**config.mk**
```make
export PLATFORM = sky130hd
export DESIGN_NAME = integer_to_decimal_ascii
export DESIGN_NICKNAME = d
export VERILOG_FILES = /design/src/hdl/itoa_pkg.sv /design/src/hdl/itoa_bcd_step.sv /design/src/hdl/integer_to_decimal_ascii.sv
export SDC_FILE = /design/constraint.sdc
export NUM_CORES = 1
export LEC_CHECK = 0
export BUFFER_PORTS_ARGS = -buffer_cell sky130_fd_sc_hd__buf_2
export CORE_ASPECT_RATIO = 0.5
export CORE_MARGIN = 10
export CORE_UTILIZATION = 35
export CTS_CLUSTER_SIZE = 16
export DETAILED_ROUTE_END_ITERATION = 10
export GPL_TIMING_DRIVEN = 0
export PLACE_DENSITY = 0.53
export SYNTH_ARGS = -nofsm -noshare
export SYNTH_HDL_FRONTEND = slang
export SYNTH_SLANG_ARGS = --single-unit
```
**constraint.sdc**
```tcl
create_clock -name clk -period 5.95 [get_ports clk]
set_input_delay 1.19 -clock clk [delete_from_list [all_inputs] [get_ports clk]]
set_output_delay 1.19 -clock clk [all_outputs]
set_load 0.05 [all_outputs]
```
**src/hdl/itoa_pkg.sv**
```systemverilog
// Shared types and constants for the decimal text emitter.
package itoa_pkg;

  localparam int unsigned VALUE_W    = 32;
  localparam int unsigned NUM_DIGITS = 10;
  localparam int unsigned DIGIT_W    = 4;
  localparam int unsigned BCD_W      = NUM_DIGITS * DIGIT_W;
  localparam int unsigned CHAR_W     = 8;

  localparam logic [CHAR_W-1:0] ASCII_ZERO  = 8'd48;
  localparam logic [CHAR_W-1:0] ASCII_MINUS = 8'd45;

  typedef logic [BCD_W-1:0]   bcd_t;
  typedef logic [DIGIT_W-1:0] digit_t;

endpackage

```
**src/hdl/itoa_bcd_step.sv**
```systemverilog
// One shift-add-3 step of the binary to BCD converter.
module itoa_bcd_step (
  input  itoa_pkg::bcd_t bcd_in,
  input  logic           bit_in,
  output itoa_pkg::bcd_t bcd_out
);

  itoa_pkg::bcd_t adjusted;

  // Add three to every digit of five or more, then shift in the next bit.
  always_comb begin
    for (int i = 0; i < int'(itoa_pkg::NUM_DIGITS); i++) begin
      if (bcd_in[i*itoa_pkg::DIGIT_W +: itoa_pkg::DIGIT_W] >= 4'd5) begin
        adjusted[i*itoa_pkg::DIGIT_W +: itoa_pkg::DIGIT_W] =
          bcd_in[i*itoa_pkg::DIGIT_W +: itoa_pkg::DIGIT_W] + 4'd3;
      end else begin
        adjusted[i*itoa_pkg::DIGIT_W +: itoa_pkg::DIGIT_W] =
          bcd_in[i*itoa_pkg::DIGIT_W +: itoa_pkg::DIGIT_W];
      end
    end
  end

  assign bcd_out = {adjusted[itoa_pkg::BCD_W-2:0], bit_in};

endmodule

```
**src/hdl/integer_to_decimal_ascii.sv**
```systemverilog
// Top level of the signed 32-bit integer to decimal ASCII text emitter.
//
// Usage:
//   Input channel (value, value_valid, value_ready) takes one two's complement
//   32-bit integer per request. Output channel (text_char, last, text_valid,
//   text_ready) returns its decimal text one ASCII character per request: a
//   leading '-' for negative values, then the digits most significant first
//   with no leading zeros ('0' alone for zero). last marks the final character.
//   Operation:
//   The magnitude is converted to ten BCD digits by one shift-add-3 unit that
//   is reused for every input bit, one input bit per cycle. The sequencer then
//   passes through the sign state and walks the digits from the top (leading
//   zeros are dropped without output). A new value is not taken until the last
//   digit is sent; value_ready is high only while the sequencer is idle.
//   Stalls:
//   Characters go through a one-entry output register; while the receiver
//   holds text_ready low the register holds its character and the sequencer
//   waits before loading the next one. A new value can be accepted while the
//   final character still waits. Reset (rst, synchronous) returns the
//   sequencer to idle and empties the output register.
module integer_to_decimal_ascii (
  input  logic                                 clk,
  input  logic                                 rst,
  input  logic signed [itoa_pkg::VALUE_W-1:0]  value,
  input  logic                                 value_valid,
  output logic                                 value_ready,
  output logic        [itoa_pkg::CHAR_W-1:0]   text_char,
  output logic                                 last,
  output logic                                 text_valid,
  input  logic                                 text_ready
);

  typedef enum logic [1:0] {
    S_IDLE,
    S_CONVERT,
    S_SIGN,
    S_DIGITS
  } state_t;

  state_t                         state;
  logic                           neg;
  logic [itoa_pkg::VALUE_W-1:0]   mag;
  itoa_pkg::bcd_t                 bcd;
  itoa_pkg::bcd_t                 bcd_next;
  logic [4:0]                     bit_cnt;
  logic [3:0]                     digit_idx;
  logic                           started;

  logic                           out_free;
  logic                           skip_zero;
  logic                           emit;
  itoa_pkg::digit_t               top_digit;

  // Shared conversion unit: one input bit per cycle, MSB first.
  itoa_bcd_step u_step (
    .bcd_in  (bcd),
    .bit_in  (mag[itoa_pkg::VALUE_W-1]),
    .bcd_out (bcd_next)
  );

  assign value_ready = (state == S_IDLE);
  assign out_free    = !text_valid || text_ready;
  assign top_digit   = bcd[itoa_pkg::BCD_W-1 -: itoa_pkg::DIGIT_W];
  // Leading zero to drop; the last digit is always shown.
  assign skip_zero   = (top_digit == '0) && !started && (digit_idx != '0);
  // Load a new character into the output register this cycle.
  assign emit        = out_free && (((state == S_SIGN) && neg) ||
                                    ((state == S_DIGITS) && !skip_zero));

  always_ff @(posedge clk) begin
    if (rst) begin
      state      <= S_IDLE;
      text_valid <= 1'b0;
    end else begin
      // Raise valid on a new character; drop the held one once the receiver takes it.
      if (emit) begin
        text_valid <= 1'b1;
      end else if (text_ready) begin
        text_valid <= 1'b0;
      end

      unique case (state)
        S_IDLE: begin
          if (value_valid) begin
            neg     <= value[itoa_pkg::VALUE_W-1];
            // Unsigned negate so the most negative value keeps its magnitude.
            mag     <= value[itoa_pkg::VALUE_W-1] ? (~$unsigned(value) + 32'd1)
                                                  : $unsigned(value);
            bcd     <= '0;
            bit_cnt <= '0;
            state   <= S_CONVERT;
          end
        end

        S_CONVERT: begin
          bcd     <= bcd_next;
          mag     <= {mag[itoa_pkg::VALUE_W-2:0], 1'b0};
          bit_cnt <= bit_cnt + 5'd1;
          if (bit_cnt == 5'(itoa_pkg::VALUE_W - 1)) begin
            digit_idx <= 4'(itoa_pkg::NUM_DIGITS - 1);
            started   <= 1'b0;
            state     <= S_SIGN;
          end
        end

        S_SIGN: begin
          if (!neg) begin
            state <= S_DIGITS;
          end else if (out_free) begin
            text_char <= itoa_pkg::ASCII_MINUS;
            last      <= 1'b0;
            state     <= S_DIGITS;
          end
        end

        S_DIGITS: begin
          if (skip_zero) begin
            // Skip a leading zero without output.
            bcd       <= {bcd[itoa_pkg::BCD_W-itoa_pkg::DIGIT_W-1:0], 4'd0};
            digit_idx <= digit_idx - 4'd1;
          end else if (out_free) begin
            text_char <= itoa_pkg::ASCII_ZERO | {4'd0, top_digit};
            last      <= (digit_idx == '0);
            started   <= 1'b1;
            bcd       <= {bcd[itoa_pkg::BCD_W-itoa_pkg::DIGIT_W-1:0], 4'd0};
            if (digit_idx == '0) begin
              state <= S_IDLE;
            end else begin
              digit_idx <= digit_idx - 4'd1;
            end
          end
        end

        default: begin
          state <= S_IDLE;
        end
      endcase
    end
  end

endmodule

```
# Word-level counts from Yosys, hierarchy flattened
# Cells that the tools add are included.
# word_totals
reg_bits	95
input_bits	36
out_inout_bits	11
elab_cells	123
# op_classes
addsub	13
n_lt_le_gt_ge	10
n_eq_ne	14
n_mux	48
n_bitwise	2
n_reduce_logical	26
# ops
op	count
40-bit 2-to-1 mux	3
40-bit one-hot mux with 3 select lines	1
32-bit 2-to-1 mux	2
32-bit one-hot mux with 2 select lines	1
4-bit 2-to-1 mux	13
4-bit by 3-bit >= comparator with 1-bit output (second input constant)	10
4-bit by 2-bit adder with 4-bit output (second input constant)	9
32-bit by 1-bit adder with 32-bit output (second input constant)	1
8-bit 2-to-1 mux	4
32-bit NOT	1
8-bit one-hot mux with 2 select lines	1
2-bit 2-to-1 mux	7
2-bit != test (second input constant)	6
6-bit AND reduction	2
5-bit one-hot mux with 2 select lines	1
5-bit AND reduction	2
1-bit 2-to-1 mux	9
3-bit != test (second input constant)	3
4-bit logical NOT	2
2-bit one-hot mux with 4 select lines	1
4-bit one-hot mux with 2 select lines	1
2-bit nonzero test	4
3-bit AND reduction	2
5-bit by 1-bit adder with 5-bit output (second input constant)	1
other kinds (17)	26

# Depth between registers and ports, before layout
# Gate-level depths: netlist of run 1.
# logic_depth
ltp_word	8
depth_mapped	8
depth_no_buf	7

# Modules after synthesis
# Synthesis of run 1 repeated with hierarchy kept, for this count alone.
# unflattened
hier_cells	588
area_unflattened_um2	5900.7
# by_module_without_submodules
module	n_inst	cells_each	area_per_inst_um2	seq_area_each_um2
integer_to_decimal_ascii	1	431	4899.7	2732.6
itoa_bcd_step	1	157	1001.0	0.0

# Least setup slack after synthesis of run 1
# OpenSTA, ideal clock, no wires.
# synth_timing
path_type	register to register
from	reg digit_idx[0]
to	reg bcd[0], enable pin
setup_time_ns	0.487
arrival_ns	4.288
required_ns	5.463
slack_ns	1.175
path_stages_with_launch	7
path_buffers	0
synth_period_minus_slack_ns	4.775
path_cell_list	edfxtp_1 > inv_1 > ha_1 > nor3b_1 > or4_1 > a31o_2 > nor3_1
# synth_via
elab_chain_cells	4
# synth_rtl
item	line	rtl
start, declared	integer_to_decimal_ascii.sv:46	logic [3:0] digit_idx;
start signal, assigned	integer_to_decimal_ascii.sv:100	digit_idx <= 4'(itoa_pkg::NUM_DIGITS - 1);
start signal, assigned	integer_to_decimal_ascii.sv:120	digit_idx <= digit_idx - 4'd1;
start signal, assigned	integer_to_decimal_ascii.sv:129	digit_idx <= digit_idx - 4'd1;
4-bit nonzero test	integer_to_decimal_ascii.sv:65	assign skip_zero = (top_digit == '0) && !started && (digit_idx != '0);
1-bit logical AND	integer_to_decimal_ascii.sv:65	
3-bit != test (no source line)	--	
4-bit AND reduction (no source line)	--	
end signal, assigned	integer_to_decimal_ascii.sv:96	bcd <= bcd_next;
end signal, assigned	integer_to_decimal_ascii.sv:119	bcd <= {bcd[itoa_pkg::BCD_W-itoa_pkg::DIGIT_W-1:0], 4'd0};
end signal, assigned	integer_to_decimal_ascii.sv:125	bcd <= {bcd[itoa_pkg::BCD_W-itoa_pkg::DIGIT_W-1:0], 4'd0};
end, declared	integer_to_decimal_ascii.sv:43	itoa_pkg::bcd_t bcd;
# No other way between the ends.
# A chain may end at the register's enable or synchronous reset.

# Worst setup path in the final report of run 1
# layout_timing
from	in value[0] (netlist name)
to	reg mag[24] (netlist name), data pin
# layout_via
elab_chain_cells	5
# layout_rtl
item	line	rtl
start, declared	integer_to_decimal_ascii.sv:24	input logic signed [itoa_pkg::VALUE_W-1:0] value,
32-bit NOT	integer_to_decimal_ascii.sv:87	mag <= value[itoa_pkg::VALUE_W-1] ? (~$unsigned(value) + 32'd1)
32-bit by 1-bit adder with 32-bit output	integer_to_decimal_ascii.sv:87	
32-bit 2-to-1 mux	integer_to_decimal_ascii.sv:87	
32-bit 2-to-1 mux	integer_to_decimal_ascii.sv:84	if (value_valid) begin
32-bit one-hot mux with 2 select lines	integer_to_decimal_ascii.sv:82	unique case (state)
end signal, assigned	integer_to_decimal_ascii.sv:87	
end signal, assigned	integer_to_decimal_ascii.sv:97	mag <= {mag[itoa_pkg::VALUE_W-2:0], 1'b0};
end, declared	integer_to_decimal_ascii.sv:42	logic [itoa_pkg::VALUE_W-1:0] mag;
# No other way between the ends. The select of a mux whose other input is x is not followed.

==> key figures, run 1 <==
Timing
  • # setup viols final: 0
  • Pins Over Slew Limit: 0
  • Setup WS post-layout: 2.51 ns
  • Fin crit period: 3.44 ns
  • Worst slew margin: 28.6%
  • Number of hold violations in the final report: 0
  • Worst-Margin Slew: 1.06 ns
  • Fmax achieved: 0.291 GHz
  • Hold_ws: 0.534 ns
  • RSZ-0062 raised after global routing: false
  • Fin crit share: 57.7%
  • Clock Skew: 0.00599 ns

Route
  • Wirelength, routed: 15200 um
  • First-pass iteration count of the detailed router: 4
  • Remaining DRCs: 0
  • Via density per instance: 5.35
  • Routed Antenna Nets: 0
  • WL per Instance: 17.4 um
  • DR vias: 4683
  • Drt initial violations: 301

Clock tree
  • # clock sinks: 92
  • Hold_buf cts: 0
  • CTS tree: yes
  • Setup bufs post-CTS: 0
  • Worst-Skew Late Latency: 0.34 ns
  • CTS clk-pin slew, worst paths: 0.07 ns
  • Deepest clock path buffer count: 2
  • Root Buffer: clkbuf_16
  • Resized cells post-CTS: 0
  • Num CTS Buffers: 9
  • H-tree Lvls: 3

Critical path
  • Endpoint class of the critical path: register
  • CP cell instances: buf_2, inv_1, ha_1, nor4b_1, nand2_1, or3_1, o311ai_0
  • Top cell family by delay on the critical path: simple AND/OR/NAND/NOR gates
  • Crit path kind: in2reg
  • Worst r2r path cells: 8
  • Crit path buffers/inverters: 2
  • Worst reg-to-reg setup slack: 2.53 ns
  • CP Max Fanout: 5
  • Reg-to-reg critical path endpoint: mag[19]
  • Critical R2R Launch: state[1]
  • Setup crit start kind: input pin
  • Crit path DAT: 3.56 ns
  • Crit-path max cell delay: 0.86 ns
  • Crit-path slowest cell: nor4b_1
  • Worst Path Required: 6.07 ns

Global route
  • GRT overflow: 0
  • Via count of the first global-routing pass: 4449
  • Initial antenna violation count: 0
  • First-pass GRT wire length: 24100 um
  • Largest net degree at the start of global routing: 28
  • GRT Overall Usage: 13.1%

Layout
  • N_diodes: 0
  • Layout filler cell count: 1583
  • Layout Area Growth over Synthesis: 15.6%
  • Layout cells sized above 1: 12.0%
  • NumNets Final: 711

Power and ir drop
  • Peak VDD IR: 0.164 mV
  • Pwr dens: 444 mW/mm2
  • Power Total: 3000 uW
  • Pleak: 0.00246 uW

Floorplan
  • Starting density of the core: 35.7%
  • Die area: 0.0226 mm2
  • Die Wd: 203 um
  • # rows: 33
  • Top Ports: 47
  • Die height: 111 um
  • Core area: 0.0164 mm2

Place
  • Routability congestion estimate: 0.853
  • Pre-CTS WS: 2.14 ns
  • DP Wirelength: 10900 um
  • I/O Buffers: 42

Synth
  • Post-synth top area share: 45.7%
  • Register bit total from synthesis: 92
  • Unique masters post-synth: 61
  • Sequential share of the synthesized area: 46.7%
  • Cell count after synthesis: 586
  • Yosys top cell by area: edfxtp_1
  • EDFF count, synth: 89
  • Synth warn: 0
  • Cell Area, Synth: 0.00585 mm2
  • Top cells by area, synth: edfxtp_1 46%, ha_1 6.6%, o21ai_0 4.0%
  • Post-Syn Area per Cell: 9.99 um2
  • Ys async rst share: 0%
  • Main flop type after synthesis: edfxtp_1

Run
  • Max cap viols: 0

Worst hold path
  • Hold Path Class: reg2reg
  • Hold endpoint: mag[4]
  • Hold depth: 2
  • Hold path startpoint: mag[3]

Status
  • Status: completed
==> how the worst max path moves through the flow <==
stage / end / cells past startpoint / from
detailed placement: mag[24] / 7 / value[0]
global placement: bcd[16] / 6 / digit_idx[0]
CTS: mag[24] / 7 / value[0]
finish: mag[24] / 7 / value[0]
global route: mag[24] / 7 / value[0]
floorplan: bcd[0] / 6 / digit_idx[0]
==> cells by family after synthesis <==
family          synth area share (%)
other cells                    0.128
buf+inv                         4.32
compound gates                  16.2
fa+ha+maj                       6.63
simple gates                    19.1
mux                             2.42
flops                           46.7
xor+xnor                        4.49
==> stage by stage <==
stage | utilization [%] | setup TNS, ns | instances | area (um2)
6_report | 41.3 | 0 | 876 | 6760
5_1_grt | 41.3 | 0 | 876 | 6760
4_1_cts | 41.3 | 0 | 876 | 6760
3_5_place_dp | 39.2 | 0 | 860 | 6420
3_3_place_gp | 38.7 | -17.83 | 856 | 6350
2_1_floorplan | - | 0 | 587 | 5860
==> synthesized netlist by cell type, types with 3 or more instances <==
cell       n
o211ai_1   4
xor2_1    16
nor3b_1    7
buf_4      3
or4_1     11
a22oi_1    6
or3_1      5
inv_1     34
a21oi_1   30
nand3_1   17
o41ai_1    3
o311ai_0   8
nor2_1    28
nor3_1    15
xnor2_1   14
o32ai_1    3
a22o_1    11
o21ai_0   47
or2_2      4
buf_1      4
o31ai_1    8
clkbuf_1  22
and2_1     7
a41oi_1    3
nand4_1    7
nor2b_1   10
ha_1      31
and3_1     8
dfxtp_1    3
edfxtp_1  89
mux2i_1   13
nor4_1     9
nand2b_1  19
nand2_1   53
==> final cells by class <==
cell class	count	area (um2)	area share, %
Tap cell	227	284	4.20
Multi-Input combinational cell	431	2890	42.7
Sequential cell	92	2730	40.4
Clock inverter	7	115	1.70
Clock buffer	9	225	3.33
Buffer	30	125	1.85
Timing Repair Buffer	46	264	3.90
Inverter	34	128	1.89
==> worst register-to-register path, delay by kind of cell (launching register included) <==
kind                     cells  cell delay, ns
adder cells (fa/ha/maj)      1            0.15
buffers and inverters        5            2.01
flip-flops                   1            0.35
multiplexers                 1            0.24
AND/OR/NAND/NOR              1            0.37
==> layer usage <==
layer  up-vias  GRT usage [%]  wire length, um
li1       2308              -                -
met1      2250           18.2             7710
met2       114           20.5             6740
met3        11           2.66              646
met4         0           2.87              140
met5         -              0                0
==> flip-flops by register name, indices dropped and copies added (netlist names) <==
register    cells
text_valid      1
text_char       5
digit_idx       4
started         1
mag            32
bit_cnt         5
state           2
neg             1
last            1
bcd            40
==> where the power goes <==
group,switching (uW),internal [uW]
sequential,134,1010
combinational,757,432
clock,262,410
==> layout by cell type, fill, tap and decap left out, types with 13 or more instances in the layout <==
| cell | Yosys | final |
|---|---|---|
| nor3_1 | 15 | 14 |
| buf_2 | 1 | 43 |
| ha_1 | 31 | 31 |
| nand2b_1 | 19 | 19 |
| nand2_1 | 53 | 53 |
| clkbuf_1 | 22 | 22 |
| nor2_1 | 28 | 27 |
| nand3_1 | 17 | 17 |
| a21oi_1 | 30 | 30 |
| inv_1 | 34 | 34 |
| xnor2_1 | 14 | 14 |
| edfxtp_1 | 89 | 89 |
| o21ai_0 | 47 | 47 |
| mux2i_1 | 13 | 13 |
| xor2_1 | 16 | 16 |
Note: power is estimated with default switching activity, not from simulation.
==> inputs of run 2 (changes only) <==
--- a/config.mk
+++ b/config.mk
@@ -12,7 +12,7 @@
 export CTS_CLUSTER_SIZE = 16
 export DETAILED_ROUTE_END_ITERATION = 10
 export GPL_TIMING_DRIVEN = 0
-export PLACE_DENSITY = 0.53
+export PLACE_DENSITY = 0.55
 export SYNTH_ARGS = -nofsm -noshare
 export SYNTH_HDL_FRONTEND = slang
 export SYNTH_SLANG_ARGS = --single-unit
==> constraint.sdc (replaced) <==
create_clock -name clk -period 2.8 [get_ports clk]
set_input_delay 0.56 -clock clk [delete_from_list [all_inputs] [get_ports clk]]
set_output_delay 0.56 -clock clk [all_outputs]
set_load 0.05 [all_outputs]
==> run 2 against run 1 <==
Via count up 2.5%. Global-route usage up 0.44 points. Hold slack worse by 0.026 ns. First-iteration DRC count up 31%. Largest power group unchanged.
==> key figures, run 2 (same netlist as run 1, synthesis figures left out) <==
Place
  • Placed insts: 858
  • DP Wirelength: 10800 um
  • I/O Buffers: 42
  • Routability congestion estimate: 0.821
  • Pre-CTS WS: -0.880 ns

Layout
  • NumNets Final: 714
  • Most flop-heavy register: bcd
  • Layout Area Growth over Synthesis: 16.8%
  • Layout cells sized above 1: 14.6%
  • Most common cell after layout, fill and taps aside: edfxtp_1
  • Non-filler cells, final: 879
  • N_diodes: 0
  • Max reg flops: 40
  • Most frequent cells in the layout: 89 x edfxtp_1, 53 x nand2_1, 47 x o21ai_0, 44 x buf_2, 32 x inv_1
  • Layout filler cell count: 1608
  • Top flop regs: bcd (40), mag (32)

Floorplan
  • Core area: 0.0164 mm2
  • Die Wd: 203 um
  • Starting density of the core: 35.7%
  • Die area: 0.0226 mm2
  • # rows: 33
  • Top Ports: 47
  • Die height: 111 um

Critical path
  • Crit-path max cell delay: 0.79 ns
  • Worst reg-to-reg setup slack: 0.13 ns
  • Crit path kind: reg2reg
  • Worst Path Required: 2.77 ns
  • CP Max Fanout: 4
  • Crit path DAT: 2.65 ns
  • Top cell family by delay on the critical path: simple AND/OR/NAND/NOR gates
  • Crit-path slowest cell: nor4_1
  • Setup crit start kind: register
  • CP cell instances: inv_1, ha_2, nor3b_4, or4_4, a31o_4, nor4_1
  • Crit path buffers/inverters: 1
  • Endpoint class of the critical path: register

Timing
  • RSZ-0062 raised after global routing: false
  • Number of hold violations in the final report: 0
  • Worst-Margin Slew: 1.07 ns
  • Fin crit period: 2.67 ns
  • # setup viols final: 0
  • Hold_ws: 0.507 ns
  • Clock Skew: 0.00493 ns
  • Worst slew margin: 28.2%
  • Setup WS post-layout: 0.126 ns
  • Fmax achieved: 0.374 GHz
  • Pins Over Slew Limit: 0
  • Fin crit share: 95.5%

Route
  • Routed Antenna Nets: 0
  • Drt initial violations: 393
  • WL per Instance: 17.7 um
  • DR vias: 4798
  • Via density per instance: 5.46
  • Wirelength, routed: 15600 um
  • Remaining DRCs: 0
  • First-pass iteration count of the detailed router: 5

Global route
  • GRT Overall Usage: 13.5%
  • Largest net degree at the start of global routing: 20
  • GRT overflow: 0
  • First-pass GRT wire length: 24900 um
  • Via count of the first global-routing pass: 4583
  • Initial antenna violation count: 0

Clock tree
  • Root Buffer: clkbuf_16
  • CTS tree: yes
  • Deepest clock path buffer count: 2
  • CTS clk-pin slew, worst paths: 0.07 ns
  • Worst-Skew Late Latency: 0.34 ns
  • # clock sinks: 92
  • H-tree Lvls: 3
  • Hold_buf cts: 0
  • Num CTS Buffers: 9

Power and ir drop
  • Pwr dens: 919 mW/mm2
  • Pleak: 0.00249 uW
  • Peak VDD IR: 0.289 mV

Worst hold path
  • Hold Path Class: in2reg

Run
  • Max cap viols: 0

Status
  • Status: completed
run 2: cell count changes in the layout (fill, tap and decap cells not counted), sizes merged:
| cell | delta |
|---|---|
| nor2 | +1 |
| clkinv | +2 |
| clkbuf | -1 |
| buf | +3 |
| clkinvlp | +1 |
| bufinv | -3 |
run 2: final cells by class:
cell class,count,area (um2),share of cell area (%)
Clock inverter,7,43.8,0.641
Multi-Input combinational cell,432,2950,43.2
Buffer,29,128,1.87
Timing Repair Buffer,49,340,4.98
Sequential cell,92,2730,40.0
Clock buffer,9,225,3.30
Inverter,34,128,1.87
Tap cell,227,284,4.16
run 2: path summary, 6_finish.rpt:
kind	from	end	depth (start not counted)
min reg2reg	mag[31]	bcd[0]	1
max	digit_idx[0]	digit_idx[0]	6
max reg2reg	digit_idx[0]	digit_idx[0]	6
min	value[31]	neg	1
run 2: timing repair:
action,4_1_cts,5_1_grt
gates resized for setup,5,3
gates cloned,1,0
setup buffers,3,2
setup endpoints to repair,68,68
hold endpoints to repair,0,0
pin swaps,3,1
run 2: report_power, final:
part           total (uW)  switching (uW)  leakage (uW)  internal, uW
logic                2710            1690       0.00149          1020
registers            2430             287      0.000866          2140
clock network        1140             546      0.000131           598
total                6280            2520       0.00249          3760
run 2: layer usage:
metal / track usage, % / part of all wire [%]
met1: 18.7 / 49
met2: 21.0 / 45
met3: 3.18 / 5.2
met4: 3.01 / 1.0
met5: 0 / 0
run 2: metrics by stage:
stage          total power [uW]  cell area [um2]  util [%]  TNS [ns]
5_1_grt                    6720             6830      41.7         0
6_report                   6280             6830      41.7         0
2_1_floorplan              4200             5910         -     -1.97
4_1_cts                    6300             6820      41.6         0
3_3_place_gp               4930             6410      39.1    -62.79
3_5_place_dp               5040             6470      39.5    -34.04
==> inputs of run 3 (changes only) <==
--- a/config.mk
+++ b/config.mk
@@ -13,6 +13,7 @@
 export DETAILED_ROUTE_END_ITERATION = 10
 export GPL_TIMING_DRIVEN = 0
 export PLACE_DENSITY = 0.55
+export SETUP_SLACK_MARGIN = 0.3
 export SYNTH_ARGS = -nofsm -noshare
 export SYNTH_HDL_FRONTEND = slang
 export SYNTH_SLANG_ARGS = --single-unit
==> run 3 against run 2 <==
Final cell count up 0.34%. Sequential power is essentially flat. Cell area grew 1.8%. Clock power rose by 19%. Via count grew 1.1%. Maximum frequency grew 11%. Critical endpoint is now mag[25]. Largest cell class unchanged. Largest power group unchanged.
==> key figures, run 3 (same netlist as run 1, synthesis figures left out) <==
Timing
  • Fin crit share: 86.4%
  • Number of hold violations in the final report: 0
  • RSZ-0062 raised after global routing: false
  • Worst-Margin Slew: 0.669 ns
  • # setup viols final: 0
  • Fmax achieved: 0.413 GHz
  • Clock Skew: 0.00473 ns
  • Pins Over Slew Limit: 0
  • Worst slew margin: 55.4%
  • Fin crit period: 2.42 ns
  • Setup WS post-layout: 0.381 ns
  • Hold_ws: 0.501 ns

Clock tree
  • # clock sinks: 92
  • H-tree Lvls: 3
  • CTS tree: yes
  • Root Buffer: clkbuf_16
  • Deepest clock path buffer count: 2
  • CTS clk-pin slew, worst paths: 0.07 ns
  • Worst-Skew Late Latency: 0.35 ns
  • Num CTS Buffers: 9

Critical path
  • Setup crit start kind: input pin
  • Crit path DAT: 2.49 ns
  • CP Max Fanout: 8
  • Worst r2r path cells: 8
  • Crit-path slowest cell: or4_4
  • Endpoint class of the critical path: register
  • Worst Path Required: 2.88 ns
  • CP cell instances: buf_2, or4_1, clkbuf_1, or4_4, o311ai_0, nand3_1
  • Crit path kind: in2reg
  • Crit-path max cell delay: 0.60 ns

Layout
  • Top flop regs: bcd (40), mag (32)
  • Layout cells sized above 1: 16.0%
  • NumNets Final: 717
  • Non-filler cells, final: 882
  • Layout Area Growth over Synthesis: 18.9%
  • Most frequent cells in the layout: 89 x edfxtp_1, 53 x nand2_1, 47 x o21ai_0, 44 x buf_2, 32 x inv_1
  • Most common cell after layout, fill and taps aside: edfxtp_1
  • Most flop-heavy register: bcd
  • Max reg flops: 40
  • N_diodes: 0

Global route
  • Initial antenna violation count: 0
  • Met1 Use GR: 18.5%
  • First-pass GRT wire length: 25100 um
  • Most crowded layer after global routing: met2
  • GRT overflow: 0
  • GRT met2 Usage: 21.6%
  • GRT Overall Usage: 13.5%
  • Global Route met3 Usage: 2.46%
  • Via count of the first global-routing pass: 4794
  • Largest net degree at the start of global routing: 20

Run
  • Max cap viols: 0

Status
  • Status: completed

Route
  • Wirelength, routed: 15400 um
  • Remaining DRCs: 0
  • Drt initial violations: 434
  • Routed Antenna Nets: 0
  • WL per Instance: 17.5 um
  • Via density per instance: 5.50
  • DR vias: 4850
  • First-pass iteration count of the detailed router: 5

Floorplan
  • Core area: 0.0164 mm2
  • Die area: 0.0226 mm2
  • Starting density of the core: 35.7%
  • Die height: 111 um
  • Die Wd: 203 um
  • # rows: 33
  • Top Ports: 47

Place
  • DP Wirelength: 10800 um
  • Pre-CTS WS: -0.845 ns
  • Placed insts: 859
  • Routability congestion estimate: 0.822
  • I/O Buffers: 42

Power and ir drop
  • Power Total: 6510 uW
  • Pleak: 0.00254 uW
  • Pwr dens: 936 mW/mm2
  • Peak VDD IR: 0.311 mV

Worst hold path
  • Hold Path Class: in2reg
  • Hold depth: 1
[run 3: critical path: cells and delay by family]
| family | cells | cell delay (ns) |
|---|---|---|
| and+or+nand+nor | 3 | 1.24 |
| buffers and inverters | 2 | 0.37 |
| AOI/OAI and AO/OA | 1 | 0.32 |
[run 3: cell type report]
| type | count | area, um2 |
|---|---|---|
| Buffer | 30 | 139 |
| Clock buffer | 9 | 225 |
| Clock inverter | 7 | 100 |
| Fill cell | 1637 | 9440 |
| Inverter | 34 | 128 |
| Multi-Input combinational cell | 432 | 3000 |
| Sequential cell | 92 | 2730 |
| Tap cell | 227 | 284 |
| Timing Repair Buffer | 51 | 345 |
[run 3: metal layers]
metal	routed length, um	vias to the layer above
met4	246	0
met3	738	20
met2	6960	129
met5	0	-
li1	-	2336
met1	7460	2365
[run 3: final timing paths]
path	end	startpoint	slack, ns
setup / recovery	mag[25]	value[1]	0.38
setup reg to reg	mag[30]	state[1]	0.44
hold / removal	neg	value[31]	0.50
hold reg to reg	mag[14]	mag[13]	0.53
[run 3: metrics by stage]
stage,TNS (ns),area [um2],util [%]
after floorplan,-1.97,5920,-
after global placement,-60.06,6410,39.1
after detailed placement,-32.16,6470,39.5
after CTS,0,6920,42.2
after global routing,0,6960,42.4
final,0,6960,42.4
[run 3: timing repair]
item                       CTS  global route
hold buffers                 0             0
pin swaps                    3             0
gates resized for setup     11            13
setup buffers                6             0
cloned                       1             0
setup endpoints to repair  112            86
[run 3: power by group]
part / leakage, uW / internal (uW) / switching [uW] / total (uW)
clock network: 0.000148 / 788 / 571 / 1360
registers: 0.000866 / 2140 / 285 / 2420
logic: 0.00152 / 1040 / 1690 / 2730
total: 0.00254 / 3960 / 2550 / 6510
